<file path="config.mk">
export PLATFORM = sky130hd
export DESIGN_NAME = bcd_calendar_rtc_with_alarms
export DESIGN_NICKNAME = d
export VERILOG_FILES = /design/src/hdl/bcdrtc_pkg.sv /design/src/hdl/bcd_calendar_rtc_with_alarms.sv
export VERILOG_INCLUDE_DIRS = /design/src /design/src/hdl
export SDC_FILE = /design/constraint.sdc
export NUM_CORES = 1
export LEC_CHECK = 0
export BUFFER_PORTS_ARGS = -buffer_cell sky130_fd_sc_hd__buf_2
export CAP_MARGIN = 25
export CORE_UTILIZATION = 40
export DETAILED_ROUTE_END_ITERATION = 7
export PLACE_DENSITY = 0.65
export REMOVE_ABC_BUFFERS = 1
export SYNTH_ARGS = -nofsm -noshare
export SYNTH_HDL_FRONTEND = slang
export SYNTH_SLANG_ARGS = --single-unit
export TNS_END_PERCENT = 100
</file>
<file path="constraint.sdc">
create_clock -name clk -period 16.4 [get_ports clk]
set_input_delay 0 -clock clk [delete_from_list [all_inputs] [get_ports clk]]
set_output_delay 0 -clock clk [all_outputs]
set_load 0.05 [all_outputs]
</file>
<file path="src/hdl/assert_macros.svh">
// Assertion helpers for the RTL.
`ifndef ASSERT_MACROS_SVH
`define ASSERT_MACROS_SVH

// Same-cycle implication, disabled during reset.
`define ASSERT_IMPLY(label, clk, rst, a, c, msg) \
  label: assert property (@(posedge clk) disable iff (rst) (a) |-> (c)) else $error(msg);

// Next-cycle implication, disabled during reset.
`define ASSERT_NEXT(label, clk, rst, a, c, msg) \
  label: assert property (@(posedge clk) disable iff (rst) (a) |=> (c)) else $error(msg);

`endif

</file>
<file path="src/hdl/bcdrtc_pkg.sv">
// ----------------------------------------------------------------------------
// BCD RTC package
// Calendar types, request and event codes, and BCD counting helpers.
// ----------------------------------------------------------------------------
`default_nettype none

package bcdrtc_pkg;

  localparam int CfgWidth = 24;
  localparam int CfgIdxWidth = 3;

  // Request kinds.
  localparam logic [1:0] REQ_TICK  = 2'd0;
  localparam logic [1:0] REQ_WRITE = 2'd1;
  localparam logic [1:0] REQ_EVAL  = 2'd2;

  // Interrupt evaluation causes.
  localparam logic [1:0] EV_CARRY = 2'd0;
  localparam logic [1:0] EV_TICK  = 2'd1;
  localparam logic [1:0] EV_CFG   = 2'd2;

  // Configuration register indexes.
  localparam logic [2:0] CFG_HOUR24   = 3'd0;
  localparam logic [2:0] CFG_INT1     = 3'd1;
  localparam logic [2:0] CFG_INT2EN   = 3'd2;
  localparam logic [2:0] CFG_A1TIME   = 3'd3;
  localparam logic [2:0] CFG_A2TIME   = 3'd4;
  localparam logic [2:0] CFG_A1DATE   = 3'd5;
  localparam logic [2:0] CFG_A2DATE   = 3'd6;
  localparam logic [2:0] CFG_DATEEN   = 3'd7;

  // Field indexes for date/time writes.
  localparam logic [2:0] FLD_YEAR   = 3'd1;
  localparam logic [2:0] FLD_MONTH  = 3'd2;
  localparam logic [2:0] FLD_DAY    = 3'd3;
  localparam logic [2:0] FLD_WDAY   = 3'd4;
  localparam logic [2:0] FLD_HOUR   = 3'd5;
  localparam logic [2:0] FLD_MINUTE = 3'd6;
  localparam logic [2:0] FLD_SECOND = 3'd7;

  typedef struct packed {
    logic [7:0] year;
    logic [7:0] month;
    logic [7:0] day;
    logic [7:0] wday;
    logic [7:0] hour;
    logic [7:0] minute;
    logic [7:0] second;
  } cal_t;

  function automatic logic [7:0] bcd_inc(input logic [7:0] v);
    logic [7:0] r;
    r = v + 8'd1;
    if (r[3:0] >= 4'hA) r = r + 8'h06;
    if (r[7:4] >= 4'hA) r = r + 8'h60;
    return r;
  endfunction

  function automatic logic [7:0] bcd_clean(input logic [7:0] v, input logic [7:0] lo,
                                           input logic [7:0] hi);
    logic [7:0] r;
    r = v;
    if (v < lo || v > hi || v[3:0] >= 4'hA || v[7:4] >= 4'hA) r = lo;
    return r;
  endfunction

  function automatic logic [7:0] month_len(input cal_t c);
    logic [1:0] y4;
    logic [7:0] r;
    // Year mod 4 from BCD digits: ten times the tens digit is twice it mod 4.
    y4 = {c.year[4], 1'b0} + c.year[1:0];
    case (c.month)
      8'h01, 8'h03, 8'h05, 8'h07, 8'h08, 8'h10, 8'h12: r = 8'h31;
      8'h04, 8'h06, 8'h09, 8'h11: r = 8'h30;
      8'h02: r = (y4 != 2'd0) ? 8'h28 : 8'h29;
      default: r = 8'h00;
    endcase
    return r;
  endfunction

  function automatic cal_t month_end(input cal_t c);
    cal_t r;
    r = c;
    if (r.day > month_len(c)) begin
      r.day = 8'h01;
      r.month = bcd_inc(r.month);
      if (r.month > 8'h12) begin
        r.month = 8'h01;
        r.year = bcd_inc(r.year);
      end
    end
    return r;
  endfunction

  function automatic cal_t day_step(input cal_t c);
    cal_t r;
    r = c;
    r.wday = r.wday + 8'd1;
    if (r.wday >= 8'd7) r.wday = 8'd0;
    r.day = bcd_inc(r.day);
    return month_end(r);
  endfunction

  function automatic cal_t hour_step(input cal_t c, input logic mode24);
    cal_t r;
    logic [7:0] h;
    logic [7:0] pm;
    r = c;
    h = bcd_inc({2'b00, c.hour[5:0]});
    pm = {1'b0, c.hour[6], 6'd0};
    if (mode24) begin
      if (h >= 8'h24) begin
        h = 8'h00;
        r = day_step(r);
      end
      pm = (h >= 8'h12) ? 8'h40 : 8'h00;
    end else if (h >= 8'h12) begin
      h = 8'h00;
      if (pm != 8'h00) r = day_step(r);
      pm = pm ^ 8'h40;
    end
    r.hour = h | pm;
    return r;
  endfunction

endpackage

`default_nettype wire

</file>
<file path="src/hdl/bcd_calendar_rtc_with_alarms.sv">
// The calendar cascade is a single short combinational pass into the output register.
// Throughput: one item per cycle while the output register is empty or being emptied.
// A new beat is taken while a result waits, as long as the output register is being emptied.
// Reset (synchronous, active high) sets 2000-01-01 weekday 0 00:00:00, clears the
// subsecond and minute counters, the interrupt flags and all configuration registers.
`default_nettype none

// ----------------------------------------------------------------------------
// BCD calendar RTC with alarms
// Keeps a BCD date and time, a subsecond and minute counter, and drives two
// interrupt flags from frequency, minute and alarm sources.
// ----------------------------------------------------------------------------
module bcd_calendar_rtc_with_alarms (
  input  wire logic                                clk,
  input  wire logic                                rst,
  input  wire logic                                cfg_we,
  input  wire logic [bcdrtc_pkg::CfgIdxWidth-1:0]  cfg_index,
  input  wire logic [bcdrtc_pkg::CfgWidth-1:0]     cfg_data,
  input  wire logic                                req_valid,
  output logic                                     req_ready,
  input  wire logic [1:0]                          req_type,
  input  wire logic [2:0]                          field_index,
  input  wire logic [7:0]                          field_value,
  output logic                                     rsp_valid,
  input  wire logic                                rsp_ready,
  output logic [7:0]                               year_bcd,
  output logic [4:0]                               month_bcd,
  output logic [5:0]                               day_bcd,
  output logic [2:0]                               weekday,
  output logic [6:0]                               hour_bcd,
  output logic [6:0]                               minute_bcd,
  output logic [6:0]                               second_bcd,
  output logic                                     minute_carry,
  output logic                                     int1_level,
  output logic                                     int2_level,
  output logic                                     irq_request,
  output logic [23:0]                              minute_total
);

  // Configuration registers.
  logic        hour24;
  logic [3:0]  int1_mode;
  logic        int2_en;
  logic [23:0] a1_time;
  logic [23:0] a2_time;
  logic [23:0] a1_date;
  logic [23:0] a2_date;
  logic        date_en;

  // Clock state.
  bcdrtc_pkg::cal_t cal;
  bcdrtc_pkg::cal_t cal_next;
  logic [14:0] subsec;
  logic [14:0] subsec_next;
  logic [23:0] mcount;
  logic [23:0] mcount_next;
  logic [2:0]  flags;
  logic [2:0]  flags_next;
  logic        pulse_next;

  logic accept;

  function automatic logic alarm_match(input logic [23:0] tw, input logic [23:0] dw,
                                       input bcdrtc_pkg::cal_t c, input logic den);
    logic m;
    m = 1'b1;
    if (tw[7]  && ({5'd0, tw[2:0]} != c.wday)) m = 1'b0;
    if (tw[15] && ({1'b0, tw[14:8]} != c.hour)) m = 1'b0;
    if (tw[23] && ({1'b0, tw[22:16]} != c.minute)) m = 1'b0;
    if (den) begin
      if (dw[14] && (dw[7:0] != c.year)) m = 1'b0;
      if (dw[15] && ({3'd0, dw[12:8]} != c.month)) m = 1'b0;
      if (dw[23] && ({2'd0, dw[21:16]} != c.day)) m = 1'b0;
    end
    return m;
  endfunction

  // Returns {pulse, flags}. A pulse marks INT1 or INT2 rising from both clear.
  function automatic logic [3:0] evaluate(input logic [1:0] kind, input logic [2:0] f_in,
                                          input logic [14:0] cc,
                                          input bcdrtc_pkg::cal_t c);
    logic [2:0]  f;
    logic        p;
    logic        carry_seen;
    logic [14:0] mask;
    logic        m1;
    logic        m2;
    logic        raise1;
    logic        drop1;
    logic        raise2;
    logic        drop2;
    f = f_in;
    p = 1'b0;
    raise1 = 1'b0;
    drop1 = 1'b0;
    raise2 = 1'b0;
    drop2 = 1'b0;
    carry_seen = (kind == bcdrtc_pkg::EV_CARRY) || (kind == bcdrtc_pkg::EV_CFG && f[0]);
    mask = {a1_time[16], a1_time[17], a1_time[18], a1_time[19], a1_time[20], 10'd0};
    m1 = alarm_match(a1_time, a1_date, c, date_en);
    m2 = alarm_match(a2_time, a2_date, c, date_en);
    case (int1_mode)
      4'd0: drop1 = (kind == bcdrtc_pkg::EV_CFG);
      4'd1, 4'd5: begin
        if ((kind == bcdrtc_pkg::EV_TICK && cc[9:0] == 10'd0) || kind == bcdrtc_pkg::EV_CFG) begin
          if (mask != 15'd0 && (cc & mask) != mask) raise1 = 1'b1;
          else drop1 = 1'b1;
        end
      end
      4'd2, 4'd6: raise1 = carry_seen;
      4'd3: begin
        if (carry_seen) raise1 = 1'b1;
        else drop1 = (kind == bcdrtc_pkg::EV_TICK && c.second == 8'h30 && cc == 15'd0);
      end
      4'd7: begin
        if (carry_seen) raise1 = 1'b1;
        else drop1 = (kind == bcdrtc_pkg::EV_TICK && c.second == 8'h00 && cc == 15'd256);
      end
      4'd4: begin
        if (kind == bcdrtc_pkg::EV_CARRY) begin
          raise1 = m1;
          drop1 = !m1;
        end
      end
      default: begin
        // The 32 kHz pulse sets and clears INT1 within the same tick.
        if (kind == bcdrtc_pkg::EV_TICK) begin
          raise1 = 1'b1;
          drop1 = 1'b1;
        end
      end
    endcase
    if (raise1) begin
      if (f[2:1] == 2'b00) p = 1'b1;
      f[1] = 1'b1;
    end
    if (drop1) f[1] = 1'b0;

    if (int2_en) begin
      if (kind == bcdrtc_pkg::EV_CARRY) begin
        raise2 = m2;
        drop2 = !m2;
      end
    end else begin
      drop2 = (kind == bcdrtc_pkg::EV_CFG);
    end
    if (raise2) begin
      if (f[2:1] == 2'b00) p = 1'b1;
      f[2] = 1'b1;
    end
    if (drop2) f[2] = 1'b0;
    return {p, f};
  endfunction

  always_comb begin
    logic [3:0] ev;
    cal_next = cal;
    subsec_next = subsec;
    mcount_next = mcount;
    flags_next = flags;
    pulse_next = 1'b0;
    ev = 4'd0;
    case (req_type)
      bcdrtc_pkg::REQ_TICK: begin
        subsec_next = subsec + 15'd1;
        if (subsec_next == 15'd0) begin
          cal_next.second = bcdrtc_pkg::bcd_inc(cal.second);
          if (cal_next.second >= 8'h60) begin
            cal_next.second = 8'h00;
            mcount_next = mcount + 24'd1;
            cal_next.minute = bcdrtc_pkg::bcd_inc(cal.minute);
            if (cal_next.minute >= 8'h60) begin
              cal_next.minute = 8'h00;
              cal_next = bcdrtc_pkg::hour_step(cal_next, hour24);
            end
            flags_next[0] = 1'b1;
            ev = evaluate(bcdrtc_pkg::EV_CARRY, flags_next, subsec_next, cal_next);
            flags_next = ev[2:0];
            pulse_next = ev[3];
          end
        end else if (subsec_next == 15'd4) begin
          flags_next[0] = 1'b0;
        end
        ev = evaluate(bcdrtc_pkg::EV_TICK, flags_next, subsec_next, cal_next);
        flags_next = ev[2:0];
        pulse_next = pulse_next | ev[3];
      end
      bcdrtc_pkg::REQ_WRITE: begin
        case (field_index)
          bcdrtc_pkg::FLD_YEAR:
            cal_next.year = bcdrtc_pkg::bcd_clean(field_value, 8'h00, 8'h99);
          bcdrtc_pkg::FLD_MONTH:
            cal_next.month = bcdrtc_pkg::bcd_clean({3'd0, field_value[4:0]}, 8'h01, 8'h12);
          bcdrtc_pkg::FLD_DAY: begin
            cal_next.day = bcdrtc_pkg::bcd_clean({2'd0, field_value[5:0]}, 8'h01, 8'h31);
            cal_next = bcdrtc_pkg::month_end(cal_next);
          end
          bcdrtc_pkg::FLD_WDAY:
            cal_next.wday = bcdrtc_pkg::bcd_clean({5'd0, field_value[2:0]}, 8'h00, 8'h06);
          bcdrtc_pkg::FLD_HOUR: begin
            if (hour24) begin
              cal_next.hour = bcdrtc_pkg::bcd_clean({2'd0, field_value[5:0]}, 8'h00, 8'h23);
              if (cal_next.hour >= 8'h12) cal_next.hour[6] = 1'b1;
            end else begin
              cal_next.hour = bcdrtc_pkg::bcd_clean({2'd0, field_value[5:0]}, 8'h00, 8'h11);
              cal_next.hour[6] = field_value[6];
            end
          end
          bcdrtc_pkg::FLD_MINUTE:
            cal_next.minute = bcdrtc_pkg::bcd_clean({1'b0, field_value[6:0]}, 8'h00, 8'h59);
          bcdrtc_pkg::FLD_SECOND:
            cal_next.second = bcdrtc_pkg::bcd_clean({1'b0, field_value[6:0]}, 8'h00, 8'h59);
          default: ;
        endcase
      end
      bcdrtc_pkg::REQ_EVAL: begin
        ev = evaluate(bcdrtc_pkg::EV_CFG, flags, subsec, cal);
        flags_next = ev[2:0];
        pulse_next = ev[3];
      end
      default: ;
    endcase
  end

  assign req_ready = !rsp_valid || rsp_ready;
  assign accept = req_valid && req_ready;

  always_ff @(posedge clk) begin
    if (rst) begin
      hour24 <= 1'b0;
      int1_mode <= 4'd0;
      int2_en <= 1'b0;
      a1_time <= 24'd0;
      a2_time <= 24'd0;
      a1_date <= 24'd0;
      a2_date <= 24'd0;
      date_en <= 1'b0;
    end else if (cfg_we) begin
      case (cfg_index)
        bcdrtc_pkg::CFG_HOUR24: hour24 <= cfg_data[0];
        bcdrtc_pkg::CFG_INT1:   int1_mode <= cfg_data[3:0];
        bcdrtc_pkg::CFG_INT2EN: int2_en <= cfg_data[0];
        bcdrtc_pkg::CFG_A1TIME: a1_time <= cfg_data;
        bcdrtc_pkg::CFG_A2TIME: a2_time <= cfg_data;
        bcdrtc_pkg::CFG_A1DATE: a1_date <= cfg_data;
        bcdrtc_pkg::CFG_A2DATE: a2_date <= cfg_data;
        bcdrtc_pkg::CFG_DATEEN: date_en <= cfg_data[0];
        default: ;
      endcase
    end
  end

  always_ff @(posedge clk) begin
    if (rst) begin
      cal <= '{year: 8'h00, month: 8'h01, day: 8'h01, wday: 8'h00,
               hour: 8'h00, minute: 8'h00, second: 8'h00};
      subsec <= 15'd0;
      mcount <= 24'd0;
      flags <= 3'd0;
      rsp_valid <= 1'b0;
    end else begin
      if (accept) begin
        cal <= cal_next;
        subsec <= subsec_next;
        mcount <= mcount_next;
        flags <= flags_next;
        rsp_valid <= 1'b1;
      end else if (rsp_ready) begin
        rsp_valid <= 1'b0;
      end
    end
  end

  always_ff @(posedge clk) begin
    if (accept) begin
      year_bcd <= cal_next.year;
      month_bcd <= cal_next.month[4:0];
      day_bcd <= cal_next.day[5:0];
      weekday <= cal_next.wday[2:0];
      hour_bcd <= cal_next.hour[6:0];
      minute_bcd <= cal_next.minute[6:0];
      second_bcd <= cal_next.second[6:0];
      minute_carry <= flags_next[0];
      int1_level <= flags_next[1];
      int2_level <= flags_next[2];
      irq_request <= pulse_next;
      minute_total <= mcount_next;
    end
  end

`include "assert_macros.svh"

  `ASSERT_IMPLY(a_irq_source, clk, rst, rsp_valid && irq_request, int1_level || int2_level || int1_mode[3], "irq_request without a set interrupt flag")
  `ASSERT_NEXT(a_minute_step, clk, rst, accept, (mcount == $past(mcount)) || (mcount == $past(mcount) + 24'd1), "minute counter moved by more than one")
  `ASSERT_IMPLY(a_month_range, clk, rst, 1'b1, cal.month >= 8'h01 && cal.month <= 8'h12, "month register out of range")

endmodule

`default_nettype wire

</file>
Word-level counts from Yosys, hierarchy flattened
Cells that the tools add are included.

cells by class
  $lt $le $gt $ge = 45
  reduce and logical (&&, ||, !) cells = 72
  add/subtract/negate cells = 27
  mux-type cells = 284
  equality and inequality tests = 61
  bitwise logic cells = 5

operator list
  operator                                                               number
  8-bit 2-to-1 mux                                                       162
  56-bit 2-to-1 mux                                                      11
  24-bit 2-to-1 mux                                                      6
  56-bit one-hot mux with 2 select lines                                 1
  8-bit by 7-bit adder with 8-bit output, second input constant          11
  1-bit 2-to-1 mux                                                       79
  4-bit >= comparator, second input constant                             19
  8-bit by 1-bit adder with 8-bit output, second input constant          6
  16-bit 2-to-1 mux                                                      3
  8-bit by 3-bit adder with 8-bit output, second input constant          5
  8-bit by 3-bit == test with 1-bit output, second input constant        4
  7-bit by 8-bit != test with 1-bit output                               4
  8-bit one-hot mux with 2 select lines                                  2
  15-bit bitwise AND                                                     2
  15-bit != test                                                         2
  7-bit 2-to-1 mux                                                       4
  24-bit by 1-bit adder with 24-bit output, second input constant        1
  3-bit == test, second input constant                                   8
  8-bit by 5-bit == test with 1-bit output, second input constant        3
  8-bit by 5-bit >= comparator with 1-bit output, second input constant  3
  8-bit by 5-bit > comparator with 1-bit output, second input constant   3
  8-bit > comparator                                                     3
  5-bit AND reduction                                                    4
  6-bit 2-to-1 mux                                                       3
  68 further kinds                                                       145

word-level totals
  register bits after elaboration = 273
  output and inout bits = 73

Longest topological paths before layout
  word-level depth = 115
  mapped depth = 26
  gate-level depth less buffers = 24

Worst setup path after synthesis
Ideal clock, no wire load.

  kind = register to register
  from = reg cal[32] (netlist name)
  to = reg irq_request, data pin
  cell stages (with the launch flop) = 25
  path slack = 11.204 ns
  data required time = 16.141 ns
  arrival time = 4.937 ns
  cells stage by stage = dfxtp_1 -> ha_1 -> xor2_1 -> inv_1 -> ha_1 -> o21bai_1 -> or3_1 -> buf_2 -> nor2_1 -> a32oi_1 -> a21oi_1 -> ha_1 -> nand3_1 -> o2bb2ai_1 -> a32o_1 -> o221ai_4 -> a21oi_4 -> nor4_4 -> nand2_2 -> or4_1 -> o2bb2ai_1 -> o211ai_1 -> and4_1 -> o21ai_0 -> o31a_1

between the ends
  cells in the longest elaborated chain, start to end = 55

ends and longest elaborated chain
  what                                                                           line                                 text
  from (decl)                                                                    bcd_calendar_rtc_with_alarms.sv:51   bcdrtc_pkg::cal_t cal;
  from (signal assigned)                                                         bcd_calendar_rtc_with_alarms.sv:255  cal <= '{year: 8'h00, month: 8'h01, day: 8'h01, wday: 8'h00,
  from (signal assigned)                                                         bcd_calendar_rtc_with_alarms.sv:263  cal <= cal_next;
  8-bit by 1-bit adder with 8-bit output                                         bcdrtc_pkg.sv:53                     r = v + 8'd1;
  8-bit by 3-bit adder with 8-bit output or 4-bit >= comparator (tied branches)  bcdrtc_pkg.sv:54                     if (r[3:0] >= 4'hA) r = r + 8'h06;
  8-bit 2-to-1 mux                                                               bcdrtc_pkg.sv:54
  8-bit 2-to-1 mux                                                               bcdrtc_pkg.sv:119                    if (pm != 8'h00) r = day_step(r);
  8-bit 2-to-1 mux                                                               bcdrtc_pkg.sv:117                    end else if (h >= 8'h12) begin
  8-bit 2-to-1 mux                                                               bcdrtc_pkg.sv:111                    if (mode24) begin
  8-bit 2-to-1 mux                                                               bcd_calendar_rtc_with_alarms.sv:172  if (cal_next.minute >= 8'h60) begin
  8-bit 2-to-1 mux                                                               bcd_calendar_rtc_with_alarms.sv:168  if (cal_next.second >= 8'h60) begin
  [... 40 more ...]                                                              -
  2-bit 2-to-1 mux                                                               bcd_calendar_rtc_with_alarms.sv:163  case (req_type)
  2-bit logical NOT                                                              bcd_calendar_rtc_with_alarms.sv:134  if (f[2:1] == 2'b00) p = 1'b1;
  1-bit 2-to-1 mux                                                               bcd_calendar_rtc_with_alarms.sv:134
  1-bit 2-to-1 mux                                                               bcd_calendar_rtc_with_alarms.sv:133  if (raise1) begin
  1-bit 2-to-1 mux                                                               bcd_calendar_rtc_with_alarms.sv:163
  1-bit bitwise OR (*)                                                           bcd_calendar_rtc_with_alarms.sv:186  pulse_next = pulse_next | ev[3];
  1-bit one-hot mux with 2 select lines (*)                                      bcd_calendar_rtc_with_alarms.sv:163
  via pulse_next                                                                 bcd_calendar_rtc_with_alarms.sv:59   logic pulse_next;
  to (signal assigned)                                                           bcd_calendar_rtc_with_alarms.sv:286  irq_request <= pulse_next;
  to (decl)                                                                      bcd_calendar_rtc_with_alarms.sv:36   output logic irq_request,

Mark *: on every way through the listed nets, which the timed path passes. The rest lies on a longest branch. The select of a mux whose other input is x is not followed.
A chain may end at the register's enable or synchronous reset.

Worst setup path after layout
Same ends and word-level chain as after synthesis.

==> results.py <==
metrics = {
    "synth": {
        "post-synth-top-area-cell": "sky130_fd_sc_hd__dfxtp_1",
        "synth_enable_flop_cells": 71,
        "synthDistinctLibCells": 98,
        "yosys_warnings": 0,
        "synth_top_area_frac": 0.2187,
        "syn_inst": 2237,
        "ys_seq_area_frac": 0.3412,
        "async_reset_ff_frac": 0,
        "synth.cell_area_um2": 17390,
        "post-synth-top-count-cell": "sky130_fd_sc_hd__nand2_1",
        "synth.cells.most_frequent": "sky130_fd_sc_hd__nand2_1 (392), sky130_fd_sc_hd__a21oi_1 (211), sky130_fd_sc_hd__nor2_1 (192), sky130_fd_sc_hd__dfxtp_1 (190), sky130_fd_sc_hd__clkbuf_1 (110)",
        "syn_area_per_cell_um2": 7.776,
        "primary_flip_flop_cell_chosen_by_synthesis_mapping": "sky130_fd_sc_hd__dfxtp_1",
        "ys_seq_elements": 261,
        "synth_area_leaders": "sky130_fd_sc_hd__dfxtp_1 (22%), sky130_fd_sc_hd__edfxtp_1 (12%), sky130_fd_sc_hd__nand2_1 (8.5%), sky130_fd_sc_hd__a21oi_1 (6.1%), sky130_fd_sc_hd__nor2_1 (4.1%)",
    },
    "detailed_routing": {
        "detail_route.wirelength.met1_mm": 24.94,
        "postRouteAntennaNets": 0,
        "detail_route.vias_per_cell": 5.845,
        "wirelength_mm": 57.40,
        "met3_length_mm": 4.565,
        "routed_wire_length_per_instance_um": 19.80,
        "vias": 16944,
        "drt_pre_antenna_iters": 5,
        "wl_met2_mm": 25.88,
        "post_detailed_route_drc_marker_count": 0,
        "top_layer_used": "met4",
        "drt-initial-drc-count": 1757,
    },
    "worst_setup_path": {
        "cp.required_ns": 16.74,
        "crit_arrival_ns": 7.29,
        "critical_path.startpoint_type": "flip-flop",
        "critical_path.endpoint_type": "flip-flop",
        "crit_path_max_fanout": 18,
        "setup.worst_path.class": "flip-flop to flip-flop",
    },
    "finish": {
        "fin_nets": 2376,
        "flow.area_growth_from_synthesis_pct": 12.02,
        "antenna-diode-count": 0,
        "share_of_cells_above_drive_strength_1": 0.1003,
    },
    "global_route": {
        "globalRouteOverflowTotal": 0,
        "antenna_found_initial": 1,
        "first_global_vias": 15894,
        "maximum_number_of_pins_on_one_net_before_global_route_repair": 114,
        "gr-usage-all-layers": 0.2545,
        "grt_first_pass_wirelength_mm": 89.03,
    },
    "cts": {
        "clk-insertion-delay-late_ns": 0.58,
        "post_cts_buffers": 0,
        "total_clock_sinks": 261,
        "clock_tree.buffer_depth": 3,
        "cts_tree": "yes",
        "ctsHtreeMaxLevel": 1,
        "clkTransAtPathRegs_ns": 0.07,
        "cts-root-buf": "sky130_fd_sc_hd__clkbuf_16",
        "cts_made_buffers": 29,
    },
    "min_path": {
        "min-delay-path-class": "input port to flip-flop",
    },
    "power_and_ir_drop": {
        "vdd_ir_drop_max_mv": 0.06407,
        "p_leak_uw": 0.007082,
        "fin_total_pwr_uw": 1561,
        "power.density_cell_area_nw_per_um2": 80.10,
    },
    "timing": {
        "final_hold_viol_count": 0,
        "grt_setup_unrepaired": "false",
        "finalSetupViolCount": 0,
        "clock-skew-final_ns": 0.02994,
        "final_period_util": 0.4242,
        "max_freq_mhz": 143.7,
        "whs_ns": 0.04426,
        "final_max_slew_viol_count": 0,
        "max-slew-margin-rel": 0.2455,
        "worstMarginPinSlew_ns": 1.123,
        "fin_setup_tns_ns": 0,
        "layout_min_cycle_time_ns": 6.957,
    },
    "die": {
        "die_w_um": 210.5,
        "coreArea_um2": 42980,
        "floorplan.initialDensity": 0.4047,
        "floorplan.die.height_um": 210.5,
        "top_level_ports": 118,
        "die-area_um2": 44320,
        "rows": 76,
    },
    "place": {
        "numPortBuffers": 117,
        "gpl.final_weighted_congestion": 0.9760,
        "hpwl_mm": 41.20,
    },
    "run_status": {
        "outcome": "complete, no violations",
    },
    "run": {
        "cap_viol_max_count": 0,
    },
}
[state kept, by name, summed over array words and instances, names as in the netlist, 3 cells and up]
register and count:
a1_date 22, a1_time 20, a2_date 22, a2_time 20
cal 56, day_bcd 6, flags 3, hour_bcd 7
int1_mode 4, mcount 24, minute_bcd 7, minute_total 24
month_bcd 5, second_bcd 7, subsec 15, weekday 3
year_bcd 8
[layout by cell type, fill, tap and decap left out, drive strengths merged, types with 12 or more instances in the layout]
| master | count |
|---|---|
| nand2b | 20 |
| nor2 | 193 |
| a211oi | 19 |
| dlygate4sd3 | 34 |
| or3 | 28 |
| and2 | 30 |
| a21o | 16 |
| mux2i | 35 |
| nand2 | 393 |
| clkbuf | 44 |
| nand4 | 29 |
| o211ai | 20 |
| nor3 | 50 |
| xor2 | 81 |
| a22oi | 21 |
| or2 | 16 |
| ha | 39 |
| a221o | 21 |
| inv | 71 |
| nor2b | 23 |
| a21oi | 213 |
| buf | 133 |
| o21ai | 97 |
| a31oi | 22 |
| nor4 | 19 |
| o221ai | 12 |
| edfxtp | 71 |
| and3 | 30 |
| nand3 | 62 |
| or4 | 13 |
| xnor2 | 81 |
| dfxtp | 190 |
[power by group]
part / switching (µW) / total [µW] / internal, µW
Clock: 269 / 631 / 362
Combinational: 161 / 230 / 68.9
Sequential: 18.0 / 699 / 681
[cell type report]
class,count,area [µm²]
inverter,70,265.3
multi-input combinational,1762,10590
fill,4312,23500
tap,585,732.0
sequential,261,5936
clock inverter,10,76.32
timing repair buffer,168,1061
clock buffer,43,828.3
[stage by stage]
stage	utilization	std cells	worst slack (ns)	area, µm²
finish	0.4533	2899	9.443	19480
global route	0.4533	2899	9.017	19480
CTS	0.4532	2898	9.639	19480
detailed placement	0.4243	2811	9.646	18240
global placement	0.4240	2810	9.824	18220
floorplan	-	2093	10.68	16770
[logic make-up (layout without fill, tap and decap cells)]
| family | Yosys count | in the layout | share of synthesized area |
|---|---|---|---|
| XOR/XNOR | 163 | 163 | 0.08373 |
| multiplexers | 41 | 41 | 0.02403 |
| adder cells (fa/ha/maj) | 39 | 39 | 0.02805 |
| flip-flops | 261 | 261 | 0.3412 |
| AO/OA/AOI/OAI | 587 | 587 | 0.2231 |
| AND/OR/NAND/NOR | 932 | 932 | 0.2492 |
| buffers and inverters | 214 | 291 | 0.05071 |
[per-layer routing]
layer / up-vias / global-route usage
li1: 8113 / -
met1: 8066 / 0.3384
met2: 646 / 0.4163
met3: 119 / 0.03889
met4: 0 / 0.09345
met5: - / 0
[worst max-delay path, cell delays in order, from the launching register on]
cell	delay, ns
sky130_fd_sc_hd__dfxtp_1	0.66
sky130_fd_sc_hd__ha_1	0.33
sky130_fd_sc_hd__xor2_1	0.27
sky130_fd_sc_hd__inv_1	0.11
sky130_fd_sc_hd__ha_1	0.20
sky130_fd_sc_hd__o21bai_1	0.17
sky130_fd_sc_hd__or3_1	0.48
sky130_fd_sc_hd__nor2_1	0.15
sky130_fd_sc_hd__a32oi_1	0.11
sky130_fd_sc_hd__a21oi_1	0.34
sky130_fd_sc_hd__ha_1	0.31
sky130_fd_sc_hd__nand3_1	0.11
sky130_fd_sc_hd__o2bb2ai_1	0.08
sky130_fd_sc_hd__a32o_1	0.29
sky130_fd_sc_hd__o221ai_4	0.08
sky130_fd_sc_hd__a21oi_4	0.11
sky130_fd_sc_hd__nor4_4	0.86
sky130_fd_sc_hd__nand2_2	0.43
sky130_fd_sc_hd__mux2_2	0.40
sky130_fd_sc_hd__a211oi_1	0.29
sky130_fd_sc_hd__a41o_1	0.29
sky130_fd_sc_hd__nand4_1	0.15
sky130_fd_sc_hd__and4_1	0.20
sky130_fd_sc_hd__o31a_1	0.29
[worst paths after layout]
kind / startpoint / to / slack [ns] / cells past startpoint
worst max-delay path: cal[32] / irq_request / 9.44 / 23
worst min-delay path: req_type[1] / year_bcd[6] / 0.04 / 2
worst max register to register: cal[32] / irq_request / 9.44 / 23
worst min register to register: a1_time[15] / a1_time[15] / 0.45 / 2
[repair_timing]
item                                   in CTS  in global routing
endpoints found under the hold margin      97                  0
resized for setup                           0                  0
hold buffers                               34                  0
(Power assumes the default switching activity.)
